`src/hdl/ddcp_pkg.sv`:
```
// Shared widths, reset values, codes and types of the cascaded PID block.
package ddcp_pkg;

  localparam int unsigned ErrW    = 12;
  localparam int unsigned EncW    = 16;
  localparam int unsigned PwmW    = 13;
  localparam int unsigned GainW   = 16;
  localparam int unsigned BaseW   = 10;
  localparam int unsigned ModeW   = 2;
  localparam int unsigned OffW    = 30;  // direction offset, Q.12 sum truncated
  localparam int unsigned AddrW   = 5;   // eight 32-bit registers
  localparam int unsigned DataW   = 32;
  localparam int unsigned FracBits = 12;

  localparam logic [PwmW-1:0] PwmMax = 13'd7100;

  localparam logic [GainW-1:0] RstDirKp   = 16'd369;
  localparam logic [GainW-1:0] RstDirKd   = 16'd819;
  localparam logic [GainW-1:0] RstSpeedKp = 16'd30720;
  localparam logic [GainW-1:0] RstSpeedKi = 16'd1434;
  localparam logic [BaseW-1:0] RstBase    = 10'd120;
  localparam logic [PwmW-1:0]  RstMinR    = 13'd1500;
  localparam logic [PwmW-1:0]  RstMinL    = 13'd1000;
  localparam logic [ModeW-1:0] RstMode    = 2'd0;

  localparam int unsigned ModeSquareBit = 0;
  localparam int unsigned ModeCumulBit  = 1;

  typedef enum logic [2:0] {
    REG_DIR_KP   = 3'd0,
    REG_DIR_KD   = 3'd1,
    REG_SPEED_KP = 3'd2,
    REG_SPEED_KI = 3'd3,
    REG_BASE     = 3'd4,
    REG_MIN_R    = 3'd5,
    REG_MIN_L    = 3'd6,
    REG_MODE     = 3'd7
  } reg_idx_e;

  typedef enum logic [1:0] {
    ST_IDLE,
    ST_RUN,
    ST_HOLD
  } state_e;

  typedef struct packed {
    logic [GainW-1:0] kp;
    logic [GainW-1:0] kd;
    logic             square;
  } dir_cfg_t;

  typedef struct packed {
    logic [GainW-1:0] kp;
    logic [GainW-1:0] ki;
    logic [BaseW-1:0] base_speed;
    logic [PwmW-1:0]  pwm_min;
    logic             cumulative;
  } lane_cfg_t;

endpackage

```
`src/hdl/ddcp_lane.sv`:
```
// One wheel lane: target update, PI speed loop, accumulator and PWM clamp.
module ddcp_lane (
  input  logic                               clk_i,
  input  logic                               rst_ni,
  input  logic                               start_i,
  input  logic                               subtract_i,
  input  logic signed [ddcp_pkg::OffW-1:0]   offset_i,
  input  logic signed [ddcp_pkg::EncW-1:0]   encoder_i,
  input  ddcp_pkg::lane_cfg_t                cfg_i,
  output logic                               done_o,
  output logic [ddcp_pkg::PwmW-1:0]          pwm_o
);

  logic [6:0]                 v_q;
  logic signed [15:0]         target_q;
  logic signed [31:0]         integ_q;
  logic signed [15:0]         acc_q;
  logic signed [16:0]         err_q;
  logic signed [33:0]         p1_q;
  logic signed [48:0]         p2_q;
  logic signed [49:0]         sum_q;
  logic signed [37:0]         pi_q;
  logic [ddcp_pkg::PwmW-1:0]  pwm_q;

  logic signed [31:0]         tgt_base;
  logic signed [31:0]         tgt_sum;
  logic signed [15:0]         target_d;
  logic signed [16:0]         err;
  logic signed [32:0]         isum;
  logic signed [31:0]         integ_d;
  logic signed [49:0]         shr;
  logic signed [49:0]         quo;
  logic signed [38:0]         asum;
  logic signed [15:0]         acc_d;
  logic [ddcp_pkg::PwmW-1:0]  lo;
  logic signed [15:0]         clamp;

  always_comb begin
    tgt_base = cfg_i.cumulative ? 32'(target_q) : $signed({22'b0, cfg_i.base_speed});
    tgt_sum  = subtract_i ? tgt_base - 32'(offset_i) : tgt_base + 32'(offset_i);
    if (tgt_sum > 32'sd32767) begin
      target_d = 16'sh7FFF;
    end else if (tgt_sum < -32'sd32768) begin
      target_d = 16'sh8000;
    end else begin
      target_d = tgt_sum[15:0];
    end

    err  = 17'(target_q) - 17'(encoder_i);
    isum = 33'(integ_q) + 33'(err);
    if (isum[32] != isum[31]) begin
      integ_d = isum[32] ? 32'sh8000_0000 : 32'sh7FFF_FFFF;
    end else begin
      integ_d = isum[31:0];
    end

    shr = sum_q >>> ddcp_pkg::FracBits;
    quo = (sum_q[49] && (sum_q[ddcp_pkg::FracBits-1:0] != '0)) ? shr + 50'sd1 : shr;

    asum = 39'(acc_q) + 39'(pi_q);
    if (asum > 39'sd32767) begin
      acc_d = 16'sh7FFF;
    end else if (asum < -39'sd32768) begin
      acc_d = 16'sh8000;
    end else begin
      acc_d = asum[15:0];
    end

    // a minimum above full scale acts as full scale
    lo    = (cfg_i.pwm_min > ddcp_pkg::PwmMax) ? ddcp_pkg::PwmMax : cfg_i.pwm_min;
    clamp = acc_q;
    if (clamp < $signed({3'b0, lo})) begin
      clamp = $signed({3'b0, lo});
    end
    if (clamp > $signed({3'b0, ddcp_pkg::PwmMax})) begin
      clamp = $signed({3'b0, ddcp_pkg::PwmMax});
    end
  end

  always_ff @(posedge clk_i or negedge rst_ni) begin
    if (!rst_ni) begin
      v_q      <= '0;
      target_q <= $signed({6'b0, ddcp_pkg::RstBase});
      integ_q  <= '0;
      acc_q    <= '0;
    end else begin
      v_q <= {v_q[5:0], start_i};
      if (start_i) begin
        target_q <= target_d;
      end
      if (v_q[0]) begin
        integ_q <= integ_d;
      end
      if (v_q[4]) begin
        acc_q <= acc_d;
      end
    end
  end

  always_ff @(posedge clk_i) begin
    if (v_q[0]) begin
      err_q <= err;
    end
    if (v_q[1]) begin
      p1_q <= 34'($signed({1'b0, cfg_i.kp})) * 34'(err_q);
      p2_q <= 49'($signed({1'b0, cfg_i.ki})) * 49'(integ_q);
    end
    if (v_q[2]) begin
      sum_q <= 50'(p1_q) + 50'(p2_q);
    end
    if (v_q[3]) begin
      pi_q <= quo[37:0];
    end
    if (v_q[5]) begin
      pwm_q <= clamp[ddcp_pkg::PwmW-1:0];
    end
  end

  assign done_o = v_q[6];
  assign pwm_o  = pwm_q;

endmodule

```
`config.mk`:
```
export PLATFORM = sky130hd
export DESIGN_NAME = ddcp_lane
export DESIGN_NICKNAME = d
export VERILOG_FILES = /design/src/hdl/ddcp_pkg.sv /design/src/hdl/ddcp_lane.sv
export SDC_FILE = /design/constraint.sdc
export NUM_CORES = 2
export LEC_CHECK = 0
export BUFFER_PORTS_ARGS = -buffer_cell sky130_fd_sc_hd__buf_2
export CORE_ASPECT_RATIO = 0.9
export CORE_MARGIN = 1.5
export CORE_UTILIZATION = 60
export CTS_CLUSTER_DIAMETER = 150
export DETAILED_ROUTE_END_ITERATION = 10
export PLACE_DENSITY = 0.77
export SETUP_SLACK_MARGIN = 0.2
export SYNTH_ARGS = -nofsm -noshare
export SYNTH_HDL_FRONTEND = slang
export SYNTH_SLANG_ARGS = --single-unit
```
`constraint.sdc`:
```
create_clock -name clk_i -period 17.9 [get_ports clk_i]
set_input_delay 2.685 -clock clk_i [delete_from_list [all_inputs] [get_ports clk_i]]
set_output_delay 2.685 -clock clk_i [all_outputs]
set_load 0.05 [all_outputs]
```
# After elaboration in Yosys (flattened, before gate mapping)
# Index checks and enable logic that the tools add are counted.
[word_totals]
regBits = 272
output_inout_bits = 14
n_memories = 0
ramBits = 0
inputBits = 106
wordCells = 40
latchBits = 0
mem_bits_ro = 0
[op_classes]
n_bitwise = 0
muxes = 11
reduce_logical = 2
n_shift = 0
div = 0
eq_ne = 1
addsub = 7
mul = 2
magnitude_cmp = 7
[ops]
columns = ["operator", "n"]
rows = [
  ["$mux 32", 4],
  ["$mux 16", 5],
  ["$add 34x49->50", 1],
  ["$mul 17x32->49", 1],
  ["$add 16x38->39", 1],
  ["$gt 39x16->1 const B", 1],
  ["$lt 39x16->1 const B", 1],
  ["$add 38x2->38 const B", 1],
  ["$mux 38", 1],
  ["$mul 17x17->34", 1],
  ["$add 32x17->33", 1],
  ["$add 32x30->32", 1],
  ["$gt 32x16->1 const B", 1],
  ["$lt 32x16->1 const B", 1],
  ["$sub 32x30->32", 1],
  ["$sub 16x16->17", 1],
  ["$gt 16x14->1 const B", 1],
  ["$lt 16x14->1", 1],
  ["$gt 13x13->1 const B", 1],
  ["$mux 13", 1],
  ["$reduce_bool 12->1", 1],
  ["$logic_and 1x1->1", 1],
  ["$ne 1x1->1", 1],
]

# Depth between registers and ports, before layout
[logic_depth]
ltp_word = 6
ltp_mapped = 29

# Least setup slack after synthesis
# Ideal clock, no wire load.
[synth_timing]
path_kind = "in2reg"
start = "input port cfg_i[37] (netlist bit)"
end = "register p2_q[48] (data pin)"
cell_stages = 24
arrival_time_ns = 8.682
required_time_ns = 17.640
slack_ns = 8.958
n_path_buf = 2
path_cell_list = "clkbuf_1 -> nand2_1 -> fa_1 -> inv_1 -> fa_1 -> fa_1 -> fa_1 -> fa_1 -> inv_1 -> fa_1 -> inv_1 -> ha_1 -> clkbuf_1 -> a21o_1 -> a21o_1 -> a21oi_1 -> o21ai_0 -> a2111oi_0 -> a31oi_1 -> o31a_1 -> o21ai_0 -> o21ai_0 -> a21oi_1 -> xnor2_1"
[synth_between]
elab_chain_len = 1
[synth_lines]
columns = ["element", "line_no", "rtl"]
rows = [
  ["start: declaration", "ddcp_lane.sv:9", "input ddcp_pkg::lane_cfg_t cfg_i,"],
  ["$mul 17x32->49", "ddcp_lane.sv:106", "p2_q <= 49'($signed({1'b0, cfg_i.ki})) * 49'(integ_q);"],
  ["end signal: assignment", "ddcp_lane.sv:106", ""],
  ["end: declaration", "ddcp_lane.sv:20", "logic signed [48:0] p2_q;"],
]
# Every way passes these cells.
# A chain may end at the register's enable or synchronous reset.

# Worst setup path after layout
[layout_timing]
start = "input port cfg_i[28] (netlist bit)"
end = "register p2_q[45] (data pin)"
# Same word-level chain as after synthesis.

==> flow_metrics.py <==
metrics = {
    "outcome": {
        "status": "finished, final reports clean",
    },
    "routing": {
        "drc": 0,
        "viasPerCell": 5.70,
        "vias": 35500,
        "antenna_left": 0,
        "wl_mm": 111,
        "wire_per_inst_um": 17.8,
        "drtIter0Drc": 2542,
        "dr.pass1.iters": 5,
    },
    "yosys": {
        "syn_nets": 6422,
        "synth-seq-cells": 272,
        "ys_types": 86,
        "netlist_area_sq_um": 47000,
        "synth_most_common_cell": "inv_1",
        "synthMuxAreaShare": 0.00482,
        "syn_avg_cell_area_sq_um": 9.06,
        "synth_area_leaders": "fa_1 (30%), edfxtp_1 (13%), ha_1 (11%), inv_1 (7.6%), and2_1 (5.4%)",
        "syn_inst": 5187,
        "ys_warn_count": 0,
        "synth_ff_type": "edfxtp_1",
        "ys_top_cells_by_count": "inv_1 (954), fa_1 (703), nand2_1 (567)",
        "async_flop_share": 0.261,
        "synth_edf_count": 201,
        "seq_area_frac_synth": 0.166,
        "synth_compound_area_frac": 0.118,
        "synth_area_leader_cell": "fa_1",
        "synth-xor-area-share": 0.0509,
        "yosysTopAreaCellShare": 0.299,
        "yosys.area_share.simple": 0.156,
        "synth_top_family_by_area": "adder cells",
        "synth_fa_ha_area_frac": 0.413,
    },
    "grt": {
        "grt_pass1_wl_mm": 182,
        "grt_max_degree": 85,
        "track_usage": 0.281,
        "grt_pass1_vias": 35400,
        "grt_antenna_before_repair": 3,
        "grt-ovfl-total": 0,
    },
    "critical_path": {
        "required_ns": 18.28,
        "arrival_ns": 9.65,
        "crit_type": "input pin to register",
        "crit_fanout": 32,
        "path_delay_family": "adder cells",
        "rrSetupSlack_ns": 10.37,
        "timing.rr.end": "p2_q[45]$_DFFE_PP_",
        "critPathBufInv": 4,
        "rr_startpoint": "integ_q[11]$_DFFE_PN0P_",
        "cp.depth": 23,
        "path_cells": "buf_2 > nand2_1 > fa_1 > fa_1 > fa_1 > inv_1 > fa_1 > fa_1 > inv_1 > fa_1 > inv_1 > ha_1 > a221oi_1 > and4_1 > nor3_1 > o21ai_1 > a31oi_1 > a31oi_1 > o21ai_1 > a221o_1 > a211o_1 > a21oi_1 > xnor2_1",
        "cp_common_cell": "fa_1",
        "crit_path_end": "p2_q[45]$_DFFE_PP_",
        "ff2ff_path_depth": 23,
        "max_stage_delay_ns": 0.63,
        "crit_path_start_kind": "input pin",
        "cp-end-kind": "register",
        "timing.critical_path.from": "cfg_i[28]",
        "slowest_stage": "buf_2",
    },
    "clocking": {
        "clockBufferDepth": 3,
        "cts.htree.levels": 1,
        "cts_tree": "yes",
        "cts_buffers": 30,
        "clockRootBuffer": "clkbuf_16",
        "hold_buffers": 0,
        "postCtsSetupRepairBufs": 0,
        "cts.sinks": 272,
        "insertion_delay_ns": 0.62,
        "cts_resized": 0,
        "path_clk_slew_ns": 0.08,
    },
    "timing": {
        "setup_viol": 0,
        "fmax_ghz": 0.108,
        "slew_headroom": 0.286,
        "hold_viol_final": 0,
        "finClkSkew_ns": 0.0273,
        "finalMaxSlewViolations": 0,
        "layout_min_cycle_time_ns": 9.27,
        "max_slew.worst_pin.slew_ns": 1.07,
        "period_share": 0.518,
        "tns_ns": 0,
        "rsz0062_at_grt": "no",
    },
    "min_path": {
        "min_path_cells": 2,
        "min_path_type": "register to register",
    },
    "layout": {
        "num_antenna_cells": 0,
        "drive_above_1_share": 0.0447,
        "num-nets-final": 6406,
        "fillers": 6424,
        "area_growth_pct": 4.91,
    },
    "floorplanning": {
        "die_w_um": 298,
        "io_pins": 120,
        "die-area_sq_um": 80000,
        "initial_utilization": 0.605,
        "die_h_um": 269,
        "core-area_sq_um": 77700,
        "rows": 97,
    },
    "job": {
        "max_cap_viol_count": 0,
    },
    "placement": {
        "io_buffers": 119,
        "hpwl_mm": 86.5,
        "gp_congestion": 0.935,
    },
}
layer usage:
layer  global-route usage  wire length [um]  part of all wire
met2                0.456             51500              0.46
met4               0.0583              2310             0.021
met5                    0                44           0.00040
met3               0.0583              9340             0.084
met1                0.392             48000              0.43
state kept, by name, summed over array words and instances, names as in the netlist:
name / count
pi_q: 38
acc_q: 16
sum_q: 50
integ_q: 32
p2_q: 49
p1_q: 34
err_q: 17
pwm_o: 13
target_q: 16
v_q: 7
placed cells by master (no fill, tap or decap), types with 7 or more instances in the layout:
cell type,count
a211oi_1,22
a21boi_0,10
a21o_1,117
a21oi_1,273
a22oi_1,16
a31oi_1,24
and2_1,408
and3_1,29
and4_1,8
buf_2,118
buf_4,13
clkbuf_16,30
dfrtp_1,64
edfxtp_1,201
fa_1,703
ha_1,426
inv_1,954
mux2_2,13
mux2i_1,8
nand2_1,567
nand2b_1,36
nand3_1,70
nand4_1,31
nor2_1,194
nor2b_1,44
nor3_1,43
nor4_1,19
o211ai_1,19
o21a_1,29
o21ai_0,167
o21bai_1,38
o22ai_1,48
o31ai_1,15
or2_2,7
or3_1,10
xnor2_1,201
xor2_1,71
kinds of logic (layout without fill, tap and decap cells):
group,after synthesis,after routing
simple gates,1489,1489
xor+xnor,273,273
flops,272,272
buf+inv,1133,1141
mux,21,21
compound gates,868,868
fa+ha+maj,1131,1131
per-stage QoR:
stage | hold slack [ns] | setup WS (ns) | cell area (sq um) | std cells | util
2_1_floorplan | 0.446 | 8.96 | 47000 | 5187 | -
3_3_place_gp | 0.504 | 8.22 | 48300 | 6178 | 0.622
3_5_place_dp | 0.513 | 8.13 | 48300 | 6178 | 0.622
4_1_cts | 0.524 | 8.76 | 49300 | 6234 | 0.635
5_1_grt | 0.552 | 8.32 | 49300 | 6234 | 0.635
6_report | 0.528 | 8.63 | 49300 | 6234 | 0.635
cell type report:
type                            count  area [sq um]  area share
Multi-Input combinational cell   3782         34900       0.708
Sequential cell                   272          7820       0.159
Inverter                          954          3580      0.0726
Tap cell                         1039          1300      0.0264
Clock buffer                       37           807      0.0164
Timing Repair Buffer              131           688      0.0140
Clock inverter                     19           199     0.00403
how the worst min path moves through the flow:
stage,from,slack [ns],end
after floorplan,v_q[4]$_DFF_PN0_,0.45,v_q[5]$_DFF_PN0_
after global routing,target_q[4]$_DFFE_PN1P_,0.55,target_q[4]$_DFFE_PN1P_
after detailed placement,target_q[5]$_DFFE_PN1P_,0.51,target_q[5]$_DFFE_PN1P_
after global placement,target_q[5]$_DFFE_PN1P_,0.50,target_q[5]$_DFFE_PN1P_
after CTS,target_q[5]$_DFFE_PN1P_,0.52,target_q[5]$_DFFE_PN1P_
final,target_q[5]$_DFFE_PN1P_,0.53,target_q[5]$_DFFE_PN1P_
worst reg2reg max path, delay by kind of cell, from the launching register on:
family	cells	cell delay [ns]
AND/OR/NAND/NOR	3	0.67
adder cells (fa/ha/maj)	7	3.50
XOR/XNOR	1	0.08
buffers and inverters	4	0.22
AO/OA/AOI/OAI	8	2.09
flip-flops	1	0.74
Power is left out: the tool's default activity adds up to more than one toggle a clock period on the data nets, which glitch-free logic cannot reach.
