===== config.mk =====
export PLATFORM = sky130hd
export DESIGN_NAME = ddcp_dir
export DESIGN_NICKNAME = d
export VERILOG_FILES = /design/src/hdl/ddcp_pkg.sv /design/src/hdl/ddcp_dir.sv
export SDC_FILE = /design/constraint.sdc
export NUM_CORES = 2
export LEC_CHECK = 0
export BUFFER_PORTS_ARGS = -buffer_cell sky130_fd_sc_hd__buf_2
export CORE_ASPECT_RATIO = 0.8
export CORE_UTILIZATION = 40
export CTS_CLUSTER_DIAMETER = 80
export DETAILED_ROUTE_END_ITERATION = 8
export HOLD_SLACK_MARGIN = 0.15
export PLACE_DENSITY = 0.55
export SLEW_MARGIN = 20
export SYNTH_ARGS = -nofsm -noshare
export SYNTH_HDL_FRONTEND = slang
export SYNTH_SLANG_ARGS = --single-unit

===== constraint.sdc =====
create_clock -name clk_i -period 9.54 [get_ports clk_i]
set_input_delay 0 -clock clk_i [delete_from_list [all_inputs] [get_ports clk_i]]
set_output_delay 0 -clock clk_i [all_outputs]
set_load 0.01 [all_outputs]

===== src/hdl/ddcp_pkg.sv =====
// Shared widths, reset values, codes and types of the cascaded PID block.
package ddcp_pkg;

  localparam int unsigned ErrW    = 12;
  localparam int unsigned EncW    = 16;
  localparam int unsigned PwmW    = 13;
  localparam int unsigned GainW   = 16;
  localparam int unsigned BaseW   = 10;
  localparam int unsigned ModeW   = 2;
  localparam int unsigned OffW    = 30;  // direction offset, Q.12 sum truncated
  localparam int unsigned AddrW   = 5;   // eight 32-bit registers
  localparam int unsigned DataW   = 32;
  localparam int unsigned FracBits = 12;

  localparam logic [PwmW-1:0] PwmMax = 13'd7100;

  localparam logic [GainW-1:0] RstDirKp   = 16'd369;
  localparam logic [GainW-1:0] RstDirKd   = 16'd819;
  localparam logic [GainW-1:0] RstSpeedKp = 16'd30720;
  localparam logic [GainW-1:0] RstSpeedKi = 16'd1434;
  localparam logic [BaseW-1:0] RstBase    = 10'd120;
  localparam logic [PwmW-1:0]  RstMinR    = 13'd1500;
  localparam logic [PwmW-1:0]  RstMinL    = 13'd1000;
  localparam logic [ModeW-1:0] RstMode    = 2'd0;

  localparam int unsigned ModeSquareBit = 0;
  localparam int unsigned ModeCumulBit  = 1;

  typedef enum logic [2:0] {
    REG_DIR_KP   = 3'd0,
    REG_DIR_KD   = 3'd1,
    REG_SPEED_KP = 3'd2,
    REG_SPEED_KI = 3'd3,
    REG_BASE     = 3'd4,
    REG_MIN_R    = 3'd5,
    REG_MIN_L    = 3'd6,
    REG_MODE     = 3'd7
  } reg_idx_e;

  typedef enum logic [1:0] {
    ST_IDLE,
    ST_RUN,
    ST_HOLD
  } state_e;

  typedef struct packed {
    logic [GainW-1:0] kp;
    logic [GainW-1:0] kd;
    logic             square;
  } dir_cfg_t;

  typedef struct packed {
    logic [GainW-1:0] kp;
    logic [GainW-1:0] ki;
    logic [BaseW-1:0] base_speed;
    logic [PwmW-1:0]  pwm_min;
    logic             cumulative;
  } lane_cfg_t;

endpackage


===== src/hdl/ddcp_dir.sv =====
// Direction PD: optional square, two gain products, sum, truncate to steering offset.
module ddcp_dir (
  input  logic                               clk_i,
  input  logic                               rst_ni,
  input  logic                               start_i,
  input  logic signed [ddcp_pkg::ErrW-1:0]   line_error_i,
  input  ddcp_pkg::dir_cfg_t                 cfg_i,
  output logic                               done_o,
  output logic signed [ddcp_pkg::OffW-1:0]   offset_o
);

  logic [3:0]                            v_q;
  logic signed [ddcp_pkg::ErrW-1:0]      prev_q;
  logic signed [ddcp_pkg::ErrW-1:0]      e_q;
  logic signed [ddcp_pkg::ErrW:0]        diff_q;
  logic signed [2*ddcp_pkg::ErrW-1:0]    sq_q;
  logic signed [2*ddcp_pkg::ErrW-1:0]    sq;
  logic signed [2*ddcp_pkg::ErrW-1:0]    term;
  logic signed [40:0]                    pa_q;
  logic signed [29:0]                    pb_q;
  logic signed [41:0]                    sum_q;
  logic signed [41:0]                    shr;
  logic signed [41:0]                    quo;
  logic signed [ddcp_pkg::OffW-1:0]      offset_q;

  assign sq = (2*ddcp_pkg::ErrW)'(line_error_i) * (2*ddcp_pkg::ErrW)'(line_error_i);

  always_comb begin
    if (cfg_i.square) begin
      term = (e_q < 0) ? -sq_q : sq_q;
    end else begin
      term = (2*ddcp_pkg::ErrW)'(e_q);
    end
  end

  // toward-zero truncation of the Q.12 sum
  assign shr = sum_q >>> ddcp_pkg::FracBits;
  assign quo = (sum_q[41] && (sum_q[ddcp_pkg::FracBits-1:0] != '0)) ? shr + 42'sd1 : shr;

  always_ff @(posedge clk_i or negedge rst_ni) begin
    if (!rst_ni) begin
      v_q    <= '0;
      prev_q <= '0;
    end else begin
      v_q <= {v_q[2:0], start_i};
      if (start_i) begin
        prev_q <= line_error_i;
      end
    end
  end

  always_ff @(posedge clk_i) begin
    if (start_i) begin
      e_q    <= line_error_i;
      sq_q   <= sq;
      diff_q <= (ddcp_pkg::ErrW+1)'(line_error_i) - (ddcp_pkg::ErrW+1)'(prev_q);
    end
    if (v_q[0]) begin
      pa_q <= 41'($signed({1'b0, cfg_i.kp})) * 41'(term);
      pb_q <= 30'($signed({1'b0, cfg_i.kd})) * 30'(diff_q);
    end
    if (v_q[1]) begin
      sum_q <= 42'(pa_q) + 42'(pb_q);
    end
    if (v_q[2]) begin
      offset_q <= quo[ddcp_pkg::OffW-1:0];
    end
  end

  assign done_o   = v_q[3];
  assign offset_o = offset_q;

endmodule


* Yosys cells after proc, flatten, opt, wreduce, memory -nomap -nowiden
Index checks and enable logic that the tools add are counted.
Word-level totals: flip-flop bits (word level) 208, output and inout bits 31
Operators by class: add/sub/neg operators 4, multiply operators 3, magnitude comparators 1, mux-type cells 3, reduce and logical (&&, ||, !) cells 2
Operators by type and width (count):
- 2-to-1 mux 24 bit | 2
- adder 41 x 30 -> 42 bit | 1
- multiplier 17 x 24 -> 41 bit | 1
- adder 30 x 2 -> 30 bit (second input constant) | 1
- multiplier 17 x 13 -> 30 bit | 1
- 2-to-1 mux 30 bit | 1
- multiplier 12 x 12 -> 24 bit | 1
- negator 24 bit | 1
- subtractor 12 x 12 -> 13 bit | 1
- less-than comparator 12 x 1 -> 1 bit (second input constant) | 1
- nonzero test 12 bit | 1
- logical AND 1 bit | 1

* Logic depth before layout (Yosys ltp)
depth in word-level cells 4, depth in mapped cells 32

* Least setup slack after synthesis
OpenSTA, ideal clock, no wires.
kind flip-flop to flip-flop, start reg sq_q[3] (netlist name), end reg pa_q[39], data pin, setup time 0.263 ns, arrival 7.384 ns, required time 9.277 ns, slack 1.893 ns, cell stages (with the launch flop) 29, path buffers 1, period minus slack after synthesis 7.647 ns, cells stage by stage edfxtp_1 -> or4_4 -> nand4b_4 -> or3_4 -> nor3_4 -> nand2_2 -> nor3_4 -> mux2i_1 -> a21oi_2 -> buf_6 -> and2_1 -> fa_1 -> fa_1 -> fa_1 -> fa_1 -> fa_1 -> inv_1 -> fa_1 -> inv_1 -> ha_1 -> and2_1 -> and3_1 -> a221oi_1 -> and3_1 -> nand3_1 -> nand3b_1 -> a31oi_1 -> a31oi_1 -> o41ai_1
Between the ends: cells in the longest elaborated chain, start to end 4
Ends and longest elaborated chain:
- start: declaration | line ddcp_dir.sv:16 | logic signed [2*ddcp_pkg::ErrW-1:0] sq_q;
- start signal: assignment | line ddcp_dir.sv:55 | sq_q <= sq;
- negator 24 bit | line ddcp_dir.sv:30 | term = (e_q < 0) ? -sq_q : sq_q;
- 2-to-1 mux 24 bit (*) | line ddcp_dir.sv:30
- 2-to-1 mux 24 bit (*) | line ddcp_dir.sv:29 | if (cfg_i.square) begin
- multiplier 17 x 24 -> 41 bit (*) | line ddcp_dir.sv:59 | pa_q <= 41'($signed({1'b0, cfg_i.kp})) * 41'(term);
- end signal: assignment | line ddcp_dir.sv:59
- end: declaration | line ddcp_dir.sv:19 | logic signed [40:0] pa_q;
Mark *: on every way between the ends. The rest lies on a longest branch, timed or not. A chain may end at the register's enable or synchronous reset.

* Worst setup path after layout
start reg e_q[0] (netlist name), end reg pa_q[39], data pin
Between the ends: cells in the longest elaborated chain, start to end 4
Ends and longest elaborated chain:
- start: declaration | line ddcp_dir.sv:14 | logic signed [ddcp_pkg::ErrW-1:0] e_q;
- start signal: assignment | line ddcp_dir.sv:54 | e_q <= line_error_i;
- less-than comparator 12 x 1 -> 1 bit | line ddcp_dir.sv:30
- 2-to-1 mux 24 bit | line ddcp_dir.sv:30
- 2-to-1 mux 24 bit (*) | line ddcp_dir.sv:29
- multiplier 17 x 24 -> 41 bit (*) | line ddcp_dir.sv:59
Marked as above.

==> run_summary.xml <==
<?xml version="1.0" encoding="UTF-8"?>
<metrics>
  <group name="place">
    <metric name="io_buffers" unit="">78</metric>
    <metric name="hpwl_dp" unit="mm">66.97</metric>
    <metric name="place_congestion" unit="">0.8392</metric>
    <metric name="postPlaceCellArea" unit="mm²">0.03755</metric>
  </group>
  <group name="timing">
    <metric name="finalClockSkew" unit="ns">0.01970</metric>
    <metric name="hold_viol" unit="">0</metric>
    <metric name="finalSetupTns" unit="ns">0</metric>
    <metric name="shortest_period_the_worst_path_allows" unit="ns">8.810</metric>
    <metric name="report.final.slew_viol_count" unit="">0</metric>
    <metric name="rsz0062_at_grt" unit="">no</metric>
    <metric name="final-setup-viol-count" unit="">0</metric>
    <metric name="min_period_over_period" unit="%">92.35</metric>
    <metric name="slew_headroom" unit="%">33.77</metric>
    <metric name="tightest_slew" unit="ns">0.9934</metric>
    <metric name="fmaxAchievable" unit="GHz">0.1135</metric>
  </group>
  <group name="floorplan">
    <metric name="die_width" unit="µm">336.9</metric>
    <metric name="core_area" unit="mm²">0.08823</metric>
    <metric name="io-pin-count" unit="">79</metric>
    <metric name="num_rows" unit="">97</metric>
    <metric name="die_h" unit="µm">269.9</metric>
    <metric name="fp.dieArea" unit="mm²">0.09092</metric>
    <metric name="floorplan.initialDensity" unit="%">40.67</metric>
  </group>
  <group name="final_layout">
    <metric name="layout.nets" unit="">4762</metric>
    <metric name="area_growth_syn_to_layout" unit="%">7.524</metric>
    <metric name="fillCellCount" unit="">8628</metric>
    <metric name="final_design_instance_area_without_fill" unit="mm²">0.03859</metric>
    <metric name="drive_gt1_share" unit="%">4.751</metric>
  </group>
  <group name="clock_tree">
    <metric name="clockRootBuffer" unit="">sky130_fd_sc_hd__clkbuf_16</metric>
    <metric name="insertion_delay" unit="ns">0.55</metric>
    <metric name="cts_tree" unit="">yes</metric>
    <metric name="tritoncts.num_buffers" unit="">24</metric>
    <metric name="cts_buffer_depth" unit="">3</metric>
    <metric name="clock-sinks" unit="">206</metric>
    <metric name="cts-htree-levels" unit="">1</metric>
    <metric name="ctsResizeCount" unit="">0</metric>
    <metric name="worst_setup_hold_path_clk_slew" unit="ns">0.06</metric>
  </group>
  <group name="global_routing">
    <metric name="antenna_violations_before_repair" unit="">3</metric>
    <metric name="pin_count_of_the_biggest_net_entering_global_routing" unit="">73</metric>
    <metric name="all_layer_global_routing_usage" unit="%">18.37</metric>
    <metric name="gr-total-overflow" unit="">0</metric>
    <metric name="first_global_vias" unit="">24810</metric>
    <metric name="grt_pass1_wl" unit="mm">134.0</metric>
  </group>
  <group name="synthesis">
    <metric name="synthesis.instances" unit="">3718</metric>
    <metric name="ys_dominant_reg_cell" unit="">sky130_fd_sc_hd__edfxtp_1</metric>
    <metric name="postSynthRegisterBits" unit="">206</metric>
    <metric name="avgSynthCellArea" unit="µm²">9.652</metric>
    <metric name="synth.lib_cells_used.distinct" unit="">69</metric>
    <metric name="async_flop_share" unit="%">7.767</metric>
    <metric name="mappedNetlistNets" unit="">4730</metric>
    <metric name="synthesis.yosys.warnings" unit="">0</metric>
    <metric name="sequential_area_share_after_synthesis" unit="%">17.01</metric>
    <metric name="summed_instance_area_of_the_synthesized_netlist" unit="mm²">0.03589</metric>
    <metric name="synth_enable_flop_cells" unit="">190</metric>
  </group>
  <group name="drt">
    <metric name="avgRoutedWirePerCell" unit="µm">16.41</metric>
    <metric name="finalWirelength" unit="mm">81.36</metric>
    <metric name="route.antenna.remaining_nets" unit="">0</metric>
    <metric name="drtPass1Iterations" unit="">5</metric>
    <metric name="routed_via_density" unit="">4.842</metric>
    <metric name="initialDrtViolationCount" unit="">1391</metric>
    <metric name="post-route-drc-count" unit="">0</metric>
    <metric name="vias" unit="">24010</metric>
  </group>
  <group name="status">
    <metric name="status" unit="">completed</metric>
  </group>
  <group name="worst_setup_path">
    <metric name="worst-path-max-fanout" unit="">19</metric>
    <metric name="most_used_cell_cp" unit="">sky130_fd_sc_hd__fa_1</metric>
    <metric name="critical_path.top_delay_family" unit="">adder cells</metric>
    <metric name="crit_path_start_kind" unit="">flip-flop</metric>
    <metric name="critical_path.max_stage_delay" unit="ns">0.73</metric>
    <metric name="crit_path_end_kind" unit="">flip-flop</metric>
    <metric name="crit_buf_inv" unit="">2</metric>
    <metric name="critPathKind" unit="">flip-flop to flip-flop</metric>
    <metric name="worstPathArrival" unit="ns">9.09</metric>
    <metric name="cp.required" unit="ns">9.82</metric>
    <metric name="critical_path.slowest_cell" unit="">sky130_fd_sc_hd__a21oi_2</metric>
  </group>
  <group name="run">
    <metric name="max_cap_viol_count" unit="">0</metric>
  </group>
  <group name="hold_path">
    <metric name="holdCritPathClass" unit="">input port to flip-flop</metric>
  </group>
</metrics>
synth_stat cells (4+ instances only):
cell,n,share of area [%]
sky130_fd_sc_hd__xor2_1,59,1.4
sky130_fd_sc_hd__a21o_1,39,0.82
sky130_fd_sc_hd__a221oi_1,4,0.098
sky130_fd_sc_hd__or2_2,6,0.10
sky130_fd_sc_hd__fa_1,650,36
sky130_fd_sc_hd__a31o_2,5,0.12
sky130_fd_sc_hd__nor4_1,8,0.14
sky130_fd_sc_hd__or3_1,7,0.12
sky130_fd_sc_hd__a31oi_1,16,0.28
sky130_fd_sc_hd__nand3b_1,5,0.10
sky130_fd_sc_hd__o211ai_1,8,0.17
sky130_fd_sc_hd__nand4_1,19,0.33
sky130_fd_sc_hd__nand2_1,401,4.2
sky130_fd_sc_hd__o41ai_1,6,0.15
sky130_fd_sc_hd__edfxtp_1,190,16
sky130_fd_sc_hd__a211oi_1,9,0.19
sky130_fd_sc_hd__o21a_1,22,0.46
sky130_fd_sc_hd__dfrtp_1,16,1.1
sky130_fd_sc_hd__a21boi_0,7,0.15
sky130_fd_sc_hd__inv_1,817,8.5
sky130_fd_sc_hd__nor3_1,17,0.24
sky130_fd_sc_hd__nand3_1,31,0.43
sky130_fd_sc_hd__a311oi_1,4,0.098
sky130_fd_sc_hd__maj3_1,6,0.17
sky130_fd_sc_hd__clkbuf_1,115,1.2
sky130_fd_sc_hd__xnor2_1,115,2.8
sky130_fd_sc_hd__nand2b_1,32,0.56
sky130_fd_sc_hd__o21ai_0,76,1.1
sky130_fd_sc_hd__o21bai_1,15,0.31
sky130_fd_sc_hd__and3_1,19,0.33
sky130_fd_sc_hd__nor2_1,108,1.1
sky130_fd_sc_hd__and4_1,4,0.098
sky130_fd_sc_hd__ha_1,314,11
sky130_fd_sc_hd__nor2b_1,29,0.51
sky130_fd_sc_hd__o31ai_1,14,0.29
sky130_fd_sc_hd__a21oi_1,129,1.8
sky130_fd_sc_hd__and2_1,344,6.0
metal layers:
layer | track usage (%) | up-vias | wire length [µm]
met1 | 28.74 | 11890 | 41520
li1 | - | 11550 | -
met3 | 2.211 | 47 | 4234
met5 | 0 | - | 17
met2 | 27.77 | 517 | 34870
met4 | 2.129 | 2 | 718
cells in the final DEF, fill, tap and decap left out, types with 78 or more instances in the layout:
| cell type | instances |
|---|---|
| sky130_fd_sc_hd__ha_1 | 314 |
| sky130_fd_sc_hd__fa_1 | 650 |
| sky130_fd_sc_hd__nor2_1 | 108 |
| sky130_fd_sc_hd__nand2_1 | 401 |
| sky130_fd_sc_hd__a21oi_1 | 126 |
| sky130_fd_sc_hd__inv_1 | 817 |
| sky130_fd_sc_hd__edfxtp_1 | 190 |
| sky130_fd_sc_hd__xnor2_1 | 115 |
| sky130_fd_sc_hd__and2_1 | 344 |
| sky130_fd_sc_hd__buf_2 | 78 |
layout make-up:
type | count | area (µm²) | share of cell area (%)
inverters | 818 | 3070 | 7.957
clock buffers | 27 | 631.9 | 1.638
flip-flops and latches | 206 | 6108 | 15.83
repair buffers | 126 | 805.8 | 2.088
diodes | 2 | 5.005 | 0.01297
clock inverters | 17 | 212.7 | 0.5512
well taps | 1188 | 1486 | 3.852
multi-input cells | 2574 | 26270 | 68.07
registers in the layout (all words and copies together), names as in the netlist:
register  count
e_q          12
sq_q         22
sum_q        42
prev_q       12
diff_q       13
offset_o     30
pa_q         41
pb_q         30
v_q           4
repair_timing:
item	CTS	global route
endpoints found under the hold margin	45	0
hold buffers	18	0
setup buffers	0	0
metrics by stage:
stage	setup WS [ns]	std cells	hold WS, ns	utilization, %
global placement	0.9204	4894	0.008259	42.55
detailed placement	0.8396	4894	0.01441	42.55
global route	0.2248	4958	0.1984	43.73
CTS	0.7847	4956	0.1705	43.73
finish	0.7299	4958	0.2143	43.73
floorplan	1.893	3718	-0.2956	-
worst register-to-register path, cell delays in order (launching register included):
cell and delay (ns):
sky130_fd_sc_hd__edfxtp_1 0.68, sky130_fd_sc_hd__or4_4 0.62, sky130_fd_sc_hd__nand4b_4 0.21, sky130_fd_sc_hd__or3_4 0.39, sky130_fd_sc_hd__nor3_4 0.20, sky130_fd_sc_hd__nand2_2 0.13
sky130_fd_sc_hd__nor2_1 0.11, sky130_fd_sc_hd__o21bai_1 0.09, sky130_fd_sc_hd__a21oi_2 0.73, sky130_fd_sc_hd__and2_1 0.27, sky130_fd_sc_hd__fa_1 0.44, sky130_fd_sc_hd__fa_1 0.50
sky130_fd_sc_hd__fa_1 0.51, sky130_fd_sc_hd__fa_1 0.54, sky130_fd_sc_hd__fa_1 0.51, sky130_fd_sc_hd__inv_1 0.06, sky130_fd_sc_hd__fa_1 0.47, sky130_fd_sc_hd__inv_1 0.04
sky130_fd_sc_hd__ha_1 0.33, sky130_fd_sc_hd__and2_1 0.22, sky130_fd_sc_hd__and3_1 0.21, sky130_fd_sc_hd__a221oi_1 0.36, sky130_fd_sc_hd__and3_1 0.21, sky130_fd_sc_hd__nand3_1 0.12
sky130_fd_sc_hd__nand3b_1 0.15, sky130_fd_sc_hd__a31oi_1 0.14, sky130_fd_sc_hd__a31oi_1 0.20, sky130_fd_sc_hd__o41ai_1 0.10
worst paths after layout:
kind                            slack (ns)  startpoint   endpoint  cells after the start
worst max register to register        0.73      e_q[0]   pa_q[39]                     27
worst min-delay path                  0.21   cfg_i[17]    pa_q[0]                      3
min in group asynchronous             0.47      rst_ni     v_q[3]                      4
worst max-delay path                  0.73      e_q[0]   pa_q[39]                     27
worst min register to register        0.52   prev_q[0]  prev_q[0]                      1
max in group asynchronous             8.89      rst_ni     v_q[0]                      4
cells by family after synthesis:
| kind of cell | Yosys count | synth area share, % |
|---|---|---|
| compound gates | 383 | 6.701 |
| xor+xnor | 174 | 4.247 |
| buf+inv | 938 | 9.843 |
| fa+ha+maj | 970 | 47.38 |
| flops | 206 | 17.01 |
| mux | 6 | 0.1778 |
| simple gates | 1041 | 14.64 |
Power is not shown: default switching activity piles up to over one toggle a cycle in this logic, so the estimate is an artifact.
